File: config.mk
export PLATFORM = sky130hd
export DESIGN_NAME = lightness_quantize_pack_2bpp_top_flat
export DESIGN_NICKNAME = d
export VERILOG_FILES = /design/src/design/lqp_pkg.sv /design/src/design/lqp_if.sv /design/src/design/lqp_classify.sv /design/src/design/lightness_quantize_pack_2bpp_top.sv /design/src/flat_wrapper.sv
export VERILOG_INCLUDE_DIRS = /design/src /design/src/design
export SDC_FILE = /design/constraint.sdc
export NUM_CORES = 1
export LEC_CHECK = 0
export BUFFER_PORTS_ARGS = -buffer_cell sky130_fd_sc_hd__buf_4
export CORE_MARGIN = 8
export CORE_UTILIZATION = 55
export DETAILED_ROUTE_END_ITERATION = 16
export GPL_ROUTABILITY_DRIVEN = 0
export PLACE_DENSITY = 0.84
export SLEW_MARGIN = 10
export SYNTH_ARGS = -nofsm -noshare
export SYNTH_HDL_FRONTEND = slang
export SYNTH_SLANG_ARGS = --single-unit
File: constraint.sdc
create_clock -name clk -period 20.3 [get_ports clk]
set_clock_uncertainty 0.15 [all_clocks]
set_input_delay 1.015 -clock clk [delete_from_list [all_inputs] [get_ports clk]]
set_output_delay 1.015 -clock clk [all_outputs]
set_load 0.01 [all_outputs]
File: src/design/assert_macros.svh
// Assertion macros shared by the design files.
// Each macro expects signals named clk and rst in the enclosing scope.
`ifndef ASSERT_MACROS_SVH
`define ASSERT_MACROS_SVH

// A property that must hold on every clock edge outside reset.
`define ASSERT_CLK(label, prop, msg) \
  label: assert property (@(posedge clk) disable iff (rst) (prop)) else $error(msg);

// A condition that must never be true outside reset.
`define ASSERT_NEVER(label, cond, msg) \
  label: assert property (@(posedge clk) disable iff (rst) !(cond)) else $error(msg);

`endif

File: src/design/lqp_pkg.sv
package lqp_pkg;

  // Field widths.
  localparam int ColorW   = 8;
  localparam int RgbW     = 24;
  localparam int PercentW = 7;
  localparam int CodeW    = 2;
  localparam int WordW    = 16;
  localparam int CfgIdxW  = 2;
  localparam int CfgDataW = 24;

  // Number of 2-bit codes that fit in one packed word.
  localparam int CodesPerWord = WordW / CodeW;

  // Percentages above this value are clamped.
  localparam logic [PercentW-1:0] PercentFull = 7'd100;

  // Register reset values.
  localparam logic [PercentW-1:0] RangeReset  = 7'd50;
  localparam logic [RgbW-1:0]     TranspReset = 24'hFF00FF;

  // Register indexes on the configuration port.
  localparam logic [CfgIdxW-1:0] RegRange  = 2'd0;
  localparam logic [CfgIdxW-1:0] RegTransp = 2'd1;

  // Pixel codes.
  typedef enum logic [CodeW-1:0] {
    CODE_DARK   = 2'd0,
    CODE_LIGHT  = 2'd1,
    CODE_TRANSP = 2'd2,
    CODE_MIDDLE = 2'd3
  } code_t;

  // Request types.
  localparam logic ReqMeasure = 1'b0;
  localparam logic ReqConvert = 1'b1;

  // One input word: a pixel and its request.
  typedef struct packed {
    logic              req_type;
    logic              first_of_pass;
    logic [ColorW-1:0] red;
    logic [ColorW-1:0] green;
    logic [ColorW-1:0] blue;
  } pix_t;

  // One output word.
  typedef struct packed {
    logic [CodeW-1:0] pixel_code;
    logic             word_ready;
    logic [WordW-1:0] packed_word;
  } res_t;

  // Classifier results handed back to the top level.
  typedef struct packed {
    code_t             code;
    logic [ColorW-1:0] light;
    logic              transparent;
  } cls_t;

endpackage

File: src/design/lqp_if.sv
// Pixel channel: carries one pixel word per handshake.
interface lqp_pix_if;
  logic          valid;
  logic          ready;
  lqp_pkg::pix_t data;

  modport source (output valid, output data, input ready);
  modport sink (input valid, input data, output ready);
endinterface

// Result channel: carries one code word per handshake.
interface lqp_res_if;
  logic          valid;
  logic          ready;
  lqp_pkg::res_t data;

  modport source (output valid, output data, input ready);
  modport sink (input valid, input data, output ready);
endinterface

File: src/design/lqp_classify.sv
// Lightness, transparency and 2-bit code of one pixel against the current range.
module lqp_classify (
  input  lqp_pkg::pix_t                      pix,
  input  logic [lqp_pkg::ColorW-1:0]         low_light,
  input  logic [lqp_pkg::ColorW-1:0]         high_light,
  input  logic [lqp_pkg::PercentW-1:0]       range_percent,
  input  logic [lqp_pkg::RgbW-1:0]           transparent_rgb,
  output lqp_pkg::cls_t                      cls
);

  logic [7:0]         max_c;
  logic [7:0]         min_c;
  logic [8:0]         light_sum;
  logic [7:0]         light;
  logic               transparent;
  logic [6:0]         pct;
  logic [7:0]         span;
  logic [6:0]         dist_low;
  logic [7:0]         dist_high;
  logic [8:0]         mid_sum;
  logic [7:0]         mid;
  logic [14:0]        prod_high;
  logic [13:0]        prod_low;
  logic signed [9:0]  x_high;
  logic signed [9:0]  x_low;
  logic signed [17:0] lim_high;
  logic signed [17:0] lim_low;
  logic               is_light;
  logic               is_dark;

  // Lightness is (max + min + 1) / 2 of the three components.
  always_comb begin
    max_c = pix.red;
    min_c = pix.red;
    if (pix.green > max_c) max_c = pix.green;
    if (pix.blue > max_c) max_c = pix.blue;
    if (pix.green < min_c) min_c = pix.green;
    if (pix.blue < min_c) min_c = pix.blue;
  end

  assign light_sum   = 9'(max_c) + 9'(min_c) + 9'd1;
  assign light       = light_sum[8:1];
  assign transparent = ({pix.red, pix.green, pix.blue} == transparent_rgb);

  // Clamp the percentage and split the range around its midpoint.
  // The range always has high_light >= low_light.
  assign pct       = (range_percent > lqp_pkg::PercentFull) ? lqp_pkg::PercentFull
                                                            : range_percent;
  assign span      = high_light - low_light;
  assign dist_low  = span[7:1];
  assign dist_high = span - 8'(dist_low);
  assign mid_sum   = 9'(low_light) + 9'(high_light);
  assign mid       = mid_sum[8:1];

  // Breakpoint offsets before the division by 100.
  assign prod_high = 15'(dist_high) * 15'(pct);
  assign prod_low  = 14'(dist_low) * 14'(pct);

  // light >= mid + floor(p / 100) holds exactly when p < 100 * (light - mid + 1),
  // and light <= mid - floor(p / 100) when p < 100 * (mid - light + 1).
  // This avoids a divider in the path.
  assign x_high   = $signed({2'b00, light}) - $signed({2'b00, mid}) + 10'sd1;
  assign x_low    = $signed({2'b00, mid}) - $signed({2'b00, light}) + 10'sd1;
  assign lim_high = 18'(x_high) * 18'sd100;
  assign lim_low  = 18'(x_low) * 18'sd100;
  assign is_light = $signed({3'b000, prod_high}) < lim_high;
  assign is_dark  = $signed({4'b0000, prod_low}) < lim_low;

  // Code priority: transparent, light, dark, middle.
  always_comb begin
    cls.light       = light;
    cls.transparent = transparent;
    if (transparent) begin
      cls.code = lqp_pkg::CODE_TRANSP;
    end else if (is_light) begin
      cls.code = lqp_pkg::CODE_LIGHT;
    end else if (is_dark) begin
      cls.code = lqp_pkg::CODE_DARK;
    end else begin
      cls.code = lqp_pkg::CODE_MIDDLE;
    end
  end

endmodule

File: src/design/lightness_quantize_pack_2bpp_top.sv
// Channel  | Dir | Word                                             | Handshake
// pixel    | in  | req_type, first_of_pass, red, green, blue        | valid/ready
// result   | out | pixel_code, word_ready, packed_word              | valid/ready
// cfg      | in  | cfg_index, cfg_data (0 range_percent, 1 transp)  | cfg_write
//
// One pixel is accepted per clock unless a convert word waits on a stalled result.
// Convert words leave through the result register; a measure word produces no output.
// The input register and the result register bound a single stage that classifies
// the pixel and updates range and packer state. rst is synchronous and clears both.
// A stalled result holds a convert word in the stage; measure words still move on.
`include "assert_macros.svh"

module lightness_quantize_pack_2bpp_top #(
  parameter int PIXELS_PER_WORD = 8
) (
  input  logic                          clk,
  input  logic                          rst,
  input  logic                          cfg_write,
  input  logic [lqp_pkg::CfgIdxW-1:0]   cfg_index,
  input  logic [lqp_pkg::CfgDataW-1:0]  cfg_data,
  lqp_pix_if.sink                       pixel,
  lqp_res_if.source                     result
);

  localparam int PosW = $clog2(PIXELS_PER_WORD);
  localparam logic [PosW-1:0] LastPos = PosW'(PIXELS_PER_WORD - 1);

  logic [lqp_pkg::PercentW-1:0] range_percent;
  logic [lqp_pkg::RgbW-1:0]     transparent_rgb;
  logic                         stage_valid;
  lqp_pkg::pix_t                stage;
  logic [lqp_pkg::ColorW-1:0]   low_light;
  logic [lqp_pkg::ColorW-1:0]   high_light;
  logic [lqp_pkg::WordW-1:0]    pack_accum;
  logic [PosW-1:0]              pack_position;
  logic                         out_valid;
  lqp_pkg::res_t                out_data;

  lqp_pkg::cls_t                cls;
  logic                         advance;
  logic                         is_convert;
  logic [lqp_pkg::WordW-1:0]    acc_base;
  logic [lqp_pkg::WordW-1:0]    acc_next;
  logic [PosW-1:0]              pos_base;
  logic                         word_done;
  logic                         word_fire;
  logic                         packer_empty;
  logic                         stray_word;

  // Configuration registers.
  always_ff @(posedge clk) begin
    if (rst) begin
      range_percent   <= lqp_pkg::RangeReset;
      transparent_rgb <= lqp_pkg::TranspReset;
    end else if (cfg_write) begin
      case (cfg_index)
        lqp_pkg::RegRange:  range_percent   <= cfg_data[lqp_pkg::PercentW-1:0];
        lqp_pkg::RegTransp: transparent_rgb <= cfg_data[lqp_pkg::RgbW-1:0];
        default: ;
      endcase
    end
  end

  // Handshake: measure words always move on, convert words need result space.
  assign is_convert  = (stage.req_type == lqp_pkg::ReqConvert);
  assign advance     = stage_valid && (!is_convert || !out_valid || result.ready);
  assign pixel.ready = !stage_valid || advance;

  // Pixel input register.
  always_ff @(posedge clk) begin
    if (rst) begin
      stage_valid <= 1'b0;
    end else if (pixel.ready) begin
      stage_valid <= pixel.valid;
    end
  end

  always_ff @(posedge clk) begin
    if (pixel.valid && pixel.ready) begin
      stage <= pixel.data;
    end
  end

  lqp_classify u_classify (
    .pix             (stage),
    .low_light       (low_light),
    .high_light      (high_light),
    .range_percent   (range_percent),
    .transparent_rgb (transparent_rgb),
    .cls             (cls)
  );

  // Insert the new code into its slot; slots past the word width are dropped.
  always_comb begin
    acc_base  = stage.first_of_pass ? '0 : pack_accum;
    pos_base  = stage.first_of_pass ? '0 : pack_position;
    word_done = (pos_base == LastPos);
    acc_next  = acc_base;
    for (int k = 0; k < lqp_pkg::CodesPerWord; k++) begin
      if ((k < PIXELS_PER_WORD) && (pos_base == PosW'(k))) begin
        acc_next[lqp_pkg::CodeW*k +: lqp_pkg::CodeW] = cls.code;
      end
    end
  end

  // Range and packer state.
  always_ff @(posedge clk) begin
    if (rst) begin
      low_light     <= '0;
      high_light    <= '0;
      pack_accum    <= '0;
      pack_position <= '0;
    end else if (advance) begin
      if (is_convert) begin
        pack_accum    <= word_done ? '0 : acc_next;
        pack_position <= word_done ? '0 : pos_base + PosW'(1);
      end else if (stage.first_of_pass) begin
        low_light  <= cls.light;
        high_light <= cls.light;
      end else if (!cls.transparent) begin
        if (cls.light < low_light) low_light <= cls.light;
        if (cls.light > high_light) high_light <= cls.light;
      end
    end
  end

  // Result register.
  always_ff @(posedge clk) begin
    if (rst) begin
      out_valid <= 1'b0;
    end else if (advance && is_convert) begin
      out_valid <= 1'b1;
    end else if (result.ready) begin
      out_valid <= 1'b0;
    end
  end

  always_ff @(posedge clk) begin
    if (advance && is_convert) begin
      out_data.pixel_code  <= cls.code;
      out_data.word_ready  <= word_done;
      out_data.packed_word <= word_done ? acc_next : '0;
    end
  end

  assign result.valid = out_valid;
  assign result.data  = out_data;

  // Conditions watched by the checks below.
  assign word_fire    = advance && is_convert && word_done;
  assign packer_empty = (pack_accum == '0) && (pack_position == '0);
  assign stray_word   = out_valid && !out_data.word_ready && (out_data.packed_word != '0);

  // The tracked range never inverts.
  `ASSERT_CLK(a_range_order, high_light >= low_light, "range inverted")
  // The packer position stays inside one word.
  `ASSERT_CLK(a_pos_bound, pack_position <= LastPos, "pack position past word end")
  // A completed word leaves the packer empty.
  `ASSERT_CLK(a_word_clears, word_fire |=> packer_empty, "packer not cleared after word")
  // Only a completing pixel carries a packed word.
  `ASSERT_NEVER(a_word_zero, stray_word, "packed word without completion")

endmodule

File: src/flat_wrapper.sv
// flat-port wrapper written by rule: the top's interface ports become plain ports
module lightness_quantize_pack_2bpp_top_flat 
#(
  parameter int PIXELS_PER_WORD = 8
)
  (clk, rst, cfg_write, cfg_index, cfg_data, pixel_valid, pixel_data, pixel_ready, result_valid, result_data, result_ready);
  lqp_pix_if pixel_i ();
  lqp_res_if result_i ();
  input  logic clk;
  input  logic rst;
  input  logic cfg_write;
  input  logic [lqp_pkg::CfgIdxW-1:0] cfg_index;
  input  logic [lqp_pkg::CfgDataW-1:0] cfg_data;
  input wire logic [$bits(pixel_i.valid)-1:0] pixel_valid;
  input wire logic [$bits(pixel_i.data)-1:0] pixel_data;
  output wire logic [$bits(pixel_i.ready)-1:0] pixel_ready;
  output wire logic [$bits(result_i.valid)-1:0] result_valid;
  output wire logic [$bits(result_i.data)-1:0] result_data;
  input wire logic [$bits(result_i.ready)-1:0] result_ready;
  assign pixel_i.valid = pixel_valid;
  assign pixel_i.data = pixel_data;
  assign pixel_ready = pixel_i.ready;
  assign result_valid = result_i.valid;
  assign result_data = result_i.data;
  assign result_i.ready = result_ready;
  lightness_quantize_pack_2bpp_top #(.PIXELS_PER_WORD(PIXELS_PER_WORD)) u_core (.clk(clk), .rst(rst), .cfg_write(cfg_write), .cfg_index(cfg_index), .cfg_data(cfg_data), .pixel(pixel_i), .result(result_i));
endmodule
==> results.md, run 1 <==
- Status: completed
- CP Depth: 48
- Number of global-route vias before repair: ~12,000
- Layout cell share with drive strength beyond 1: under 10%
- Mapped Cells: 1,562
- Commonest cells after routing, fill and taps aside: ha_1 (239), inv_1 (168), nand2_1 (155), nor2_1 (124), a21oi_1 (97)
- Final Hold Viols: 0
- CP Data Arrival Time: 12.58 ns
- Initial Utilization: 56.07%
- GRT overflow: 0
- First-pass GRT wire length: roughly 53,000 um
- Setup TNS Final: 0 ns
- Main flop type after synthesis: dfxtp_1
- Critical Path Slowest Stage Cell: o21ai_2
- Nets: ~2,000
- Initial antenna violation count: 0
- Min cycle time layout: between 10 and 15 ns
- Hold WC Path Type: reg2reg
- Drt total wl: slightly above 30,000 um
- DR vias: 11,190
- Maxcap violations: 0
- Drt initial violations: roughly 800
- Crit path max-delay family: compound AO/OA/AOI/OAI gates
- Clock Path Buffers: 2
- GRT Resource Usage Total: between 20 and 25%
- Max transition margin: 27.75%
- Worst Max-Slew Pin Slew: 1.081 ns
- Die height: between 150 and 200 um
- Syn. warnings: 0
- Worst EP required: a little over 20 ns
- CORE AREA: between 0.02 and 0.025 mm^2
- EDFF count, synth: 45
- Synthesized flop and latch total: approximately 110
- Post-CTS setup repair buffer count: 0
- Number of iterations in the first detailed-routing pass: 5
- Area Overhead vs Synth: 8.340%
- Post-Syn Area: around 0.014 mm^2
- Die area: ~0.03 mm^2
- I/O pin cnt: 78
- Slew Limit Fails: 0
- CP endpoint kind: register
- H-tree depth: 3
- Crit path from: u_core.stage[11]
- Drc violations: 0
- CP Class: reg2reg
- Synth cell types: 81
- Async SR Flop Fraction: 0%
- Die X: approximately 170 um
- Resized cells post-CTS: 0
- Clock Sinks: roughly 110
- Logic depth of the worst register-to-register path: 48
- Hold buffer count at cts: 0
- Startpoint types: register
- Fin crit share: between 60% and 70%
- Crit-path most repeated cell: ha_1
- Mean area per synthesized cell: 8.730 um^2
- Detailed Place HPWL: approximately 26,000 um
- CTS buffer count: 9
- Hold_sp: u_core.pack_accum[10]
- # diodes: 0
- Num rows: between 50 and 60
- CTS tree: built
- # setup viols final: 0
- RSZ-0062 raised after global routing: no
- Vias per std cell: roughly 5.8
- Clk slew on worst S/H paths: about 0.08 ns
- Number of fill cells in the layout: between 1,500 and 2,000
- CP max stage delay: 0.63 ns
- Syn Nets: just under 2,000
- Routed len/inst: around 16 um
- Hold path depth: 1
- Critical R2R Launch: u_core.stage[11]
- Detail Route Antenna Nets: 0
- Register area share after synthesis: 19.60%
- CP bufs+invs: 3
- Clock Latency Late Sink: roughly 0.35 ns
- Buffers on Ports: slightly below 80
- Crit-path max FO: 16
- Peak Freq: 0.07888 GHz
- Root Driver: clkbuf_16
- Commonest non-fill, non-tap cell in the layout: ha_1
- Largest net degree at the start of global routing: 62
==> kinds of logic (layout without fill, tap and decap cells) <==
group / count (synthesis) / count (layout) / synth area share [%]
AOI/OAI and AO/OA: 316 / 316 / 15.88
muxes: 25 / 25 / 1.835
and+or+nand+nor: 464 / 464 / 16.68
DFF: 111 / 111 / 19.60
buffers and inverters: 213 / 268 / 6.065
xor gates and xnor gates: 125 / 125 / 8.028
adders and majority gates: 308 / 308 / 31.91
==> state kept, by name, summed over array words and instances, names as in the netlist <==
register	flops
u_core.high_light	8
u_core.pack_position	3
u_core.low_light	8
u_core.stage_valid	1
u_core.is_convert	1
u_core.result.valid	1
u_core.range_percent	7
u_core.result.data	19
u_core.stage	25
u_core.transparent_rgb	24
u_core.pack_accum	14
==> stage by stage <==
step	cell area (um^2)	hold slack (ns)	std cells	setup slack, ns	util, %
global route	14770	0.3431	1941	6.547	60.75
floorplan	13640	0.2842	1562	9.103	-
finish	14770	0.3212	1941	7.622	60.75
global placement	14490	0.2940	1925	8.315	59.56
detailed placement	14490	0.3063	1925	7.815	59.56
CTS	14770	0.3241	1941	7.770	60.75
==> cell usage after synthesis (all sizes together) (6+ instances only) <==
| library cell | number | share of area (%) |
|---|---|---|
| clkbuf | 38 | 1.0 |
| mux2i | 25 | 1.8 |
| a211oi | 15 | 0.95 |
| nor2 | 125 | 3.4 |
| and3 | 13 | 0.60 |
| a211o | 6 | 0.39 |
| or2 | 6 | 0.28 |
| a21oi | 99 | 3.7 |
| xnor2 | 76 | 4.9 |
| and2 | 35 | 1.6 |
| dfxtp | 66 | 9.7 |
| xor2 | 49 | 3.1 |
| a32o | 7 | 0.52 |
| fa | 67 | 9.8 |
| nor2b | 29 | 1.3 |
| nand2b | 20 | 0.92 |
| buf | 7 | 0.39 |
| a22oi | 7 | 0.39 |
| a41o | 7 | 0.51 |
| nand3b | 18 | 0.99 |
| a31oi | 11 | 0.50 |
| a21boi | 6 | 0.33 |
| and4b | 7 | 0.51 |
| nand3 | 9 | 0.33 |
| nor4 | 6 | 0.32 |
| o21bai | 15 | 0.91 |
| o31ai | 8 | 0.48 |
| a21o | 45 | 2.5 |
| nand2 | 155 | 4.3 |
| nand4 | 15 | 0.69 |
| inv | 168 | 4.6 |
| edfxtp | 45 | 9.9 |
| o21a | 17 | 0.95 |
| ha | 239 | 22 |
| nor3 | 10 | 0.44 |
| o21ai | 48 | 1.8 |
==> cell type report <==
class	count	area [um^2]	share of cell area, %
clock buffer	10	239.0	1.618
clock inverter	6	50.05	0.3388
inverter	168	630.6	4.268
multi-input combinational	1238	10150	68.67
sequential	111	2673	18.09
tap	324	405.4	2.744
timing repair buffer	84	630.6	4.268
==> layer usage <==
layer  vias up  track usage, %  wire length [um]
li1       5469               -                 -
met1      5301           23.79             13010
met2       328           37.42             15460
met3        92           2.679              1402
met4         0           9.055              1230
met5         -               0                 0
==> worst paths after layout <==
check | endpoint | slack [ns]
worst max-delay path | u_core.result.data[1] | 7.62
worst min-delay path | u_core.pack_accum[10] | 0.32
worst max register to register | u_core.result.data[1] | 7.62
worst min register to register | u_core.pack_accum[10] | 0.32
Power of run 1 is not shown: default switching activity piles up to over one toggle a cycle in this logic, so the estimate is an artifact.
==> inputs of run 2 (changes only) <==
==> constraint.sdc (replaced) <==
create_clock -name clk -period 12.86 [get_ports clk]
set_clock_uncertainty 0.15 [all_clocks]
set_input_delay 0.643 -clock clk [delete_from_list [all_inputs] [get_ports clk]]
set_output_delay 0.643 -clock clk [all_outputs]
set_load 0.01 [all_outputs]
==> run 2 against run 1 <==
  * Final cell count stayed put
  * Global-route usage hardly changed
  * Design area is 0.19% higher
  * Sequential share of layout area hardly changed
  * Non-clock buffer count stayed put
  * Worst hold slack worse by 0.012 ns
  * Critical path depth stayed put
  * Count of clock-buffer cells in the layout is 1 lower
  * Via count is 0.31% lower
  * Critical path type unchanged
  * Wire length is 0.19% lower
==> results.md, run 2 (synthesis gave the netlist of run 1 again) <==
- CTS tree: built (unchanged)
- Commonest cells after routing, fill and taps aside: ha_1 (239), inv_1 (168), nand2_1 (155), nor2_1 (123), a21oi_1 (97) (was ha_1 (239), inv_1 (168), nand2_1 (155), nor2_1 (124), a21oi_1 (97))
- First-pass GRT wire length: 52,840 um (was 52,830 um)
- Clk slew on worst S/H paths: 0.07 ns (was 0.08 ns)
- Logic depth of the worst register-to-register path: 48 (unchanged)
- CP bufs+invs: 3 (unchanged)
- Clock Sinks: 111 (unchanged)
- Clock Path Buffers: 2 (unchanged)
- Buffers on Ports: 77 (unchanged)
- Peak Freq: 0.08260 GHz (was 0.07888 GHz)
- Routed len/inst: 15.99 um (was 16.02 um)
- Die height: 173.5 um (unchanged)
- Status: completed (unchanged)
- Nets: 1,975 (unchanged)
- CORE AREA: 0.02432 mm^2 (unchanged)
- Maxcap violations: 0 (unchanged)
- # setup viols final: 0 (unchanged)
- # diodes: 0 (unchanged)
- Area of the multi-input gates: 0.01018 mm^2 (was 0.01015 mm^2)
- Final Hold Viols: 0 (unchanged)
- Initial antenna violation count: 0 (unchanged)
- Register area: 0.002673 mm^2 (unchanged)
- CTS buffer count: 9 (unchanged)
- Startpoint types: register (unchanged)
- Number of iterations in the first detailed-routing pass: 5 (unchanged)
- Hold path depth: 1 (unchanged)
- R2R Setup Slk: 0.75 ns (was 7.62 ns)
- DR vias: 11,160 (was 11,190)
- Number of fill cells in the layout: 2,010 (was 1,990)
- Drc violations: 0 (unchanged)
- Worst EP required: 12.82 ns (was 20.20 ns)
- I/O pin cnt: 78 (unchanged)
- CP Class: reg2reg (unchanged)
- Commonest non-fill, non-tap cell in the layout: ha_1 (unchanged)
- Post-CTS setup repair buffer count: 0 (unchanged)
- Crit path max-delay family: compound AO/OA/AOI/OAI gates (unchanged)
- Slew Limit Fails: 0 (unchanged)
- Crit-path most repeated cell: ha_1 (unchanged)
- CP max stage delay: 0.50 ns (was 0.63 ns)
- Root Driver: clkbuf_16 (unchanged)
- CP Data Arrival Time: 12.07 ns (was 12.58 ns)
- Worst Max-Slew Pin Slew: 1.101 ns (was 1.081 ns)
- Num rows: 57 (unchanged)
- CP endpoint kind: register (unchanged)
- Placed cells: 1,925 (unchanged)
- WHS: 0.3089 ns (was 0.3212 ns)
- Detail Route Antenna Nets: 0 (unchanged)
- Hold WC Path Type: in2reg (was reg2reg)
- Drt total wl: 31,040 um (was 31,100 um)
- Layout cell share with drive strength beyond 1: 8.163% (was 7.854%)
- DP Area: 0.01449 mm^2 (unchanged)
- Drt initial violations: 787 (was 779)
- Fin area: 0.01480 mm^2 (was 0.01477 mm^2)
- Setup TNS Final: 0 ns (unchanged)
- Fin crit share: 94.14% (was 62.45%)
- Number of global-route vias before repair: 11,530 (was 11,510)
- Min cycle time layout: 12.11 ns (was 12.68 ns)
- Largest net degree at the start of global routing: 62 (unchanged)
- H-tree depth: 3 (unchanged)
- Clock Latency Late Sink: 0.35 ns (about the same)
- CP Depth: 48 (unchanged)
- Most flop-heavy register: u_core.stage (unchanged)
- Die X: 173.5 um (unchanged)
- Die area: 0.03009 mm^2 (unchanged)
- GRT Resource Usage Total: 20.64% (was 20.60%)
- Post-Layout Cell Count: 1,941 (unchanged)
- Area Overhead vs Synth: 8.542% (was 8.340%)
- Max transition margin: 26.38% (was 27.75%)
- Vias per std cell: 5.747 (was 5.765)
- GRT overflow: 0 (unchanged)
- Detailed Place HPWL: 25,280 um (was 25,530 um)
- Crit-path max FO: 16 (unchanged)
- Initial Utilization: 56.07% (unchanged)
- Critical Path Slowest Stage Cell: edfxtp_1 (was o21ai_2)
- Max reg flops: 25 (unchanged)
-- run 2: routing by layer --
metal	routed length [um]	global-route usage [%]	part of all wire [%]	vias up
met5	0	0	0	-
met4	1057	8.193	3.4	0
met3	1085	2.374	3.5	86
met2	15510	37.86	50	280
met1	13390	24.06	43	5310
li1	-	-	-	5479
-- run 2: worst reg2reg max path: cells and delay by family, from the launching register on --
family	cells	cell delay [ns]
AO/OA/AOI/OAI	20	4.06
XOR/XNOR	4	1.02
adder cells (fa/ha/maj)	9	3.21
buffers and inverters	3	0.34
flip-flops	1	0.50
multiplexers	1	0.31
AND/OR/NAND/NOR	11	2.30
-- run 2: what timing repair did --
action | CTS | global route
hold buffers | 0 | 0
gates resized for setup | 0 | 7
endpoints found under the setup margin | 0 | 32
-- run 2: cell type report --
class	instances	share of cell area, %
timing repair buffer	84	4.260
tap	324	2.739
inverter	168	4.260
multi-input combinational	1238	68.78
clock inverter	7	0.3804
sequential	111	18.06
clock buffer	9	1.522
-- run 2: final timing paths --
path | endpoint | startpoint
min reg2reg | u_core.transparent_rgb[8] | u_core.transparent_rgb[8]
min | u_core.stage[23] | pixel_data[23]
max reg2reg | u_core.result.data[6] | u_core.stage[11]
max | u_core.result.data[6] | u_core.stage[11]
-- run 2: per-stage QoR --
step                setup WS [ns]  utilization (%)
floorplan                   1.663                -
global placement           0.8752            59.56
detailed placement         0.4150            59.56
CTS                        0.3237            60.72
global route             -0.04112            60.86
finish                     0.7532            60.86
Power of run 2 is left out for the same reason.
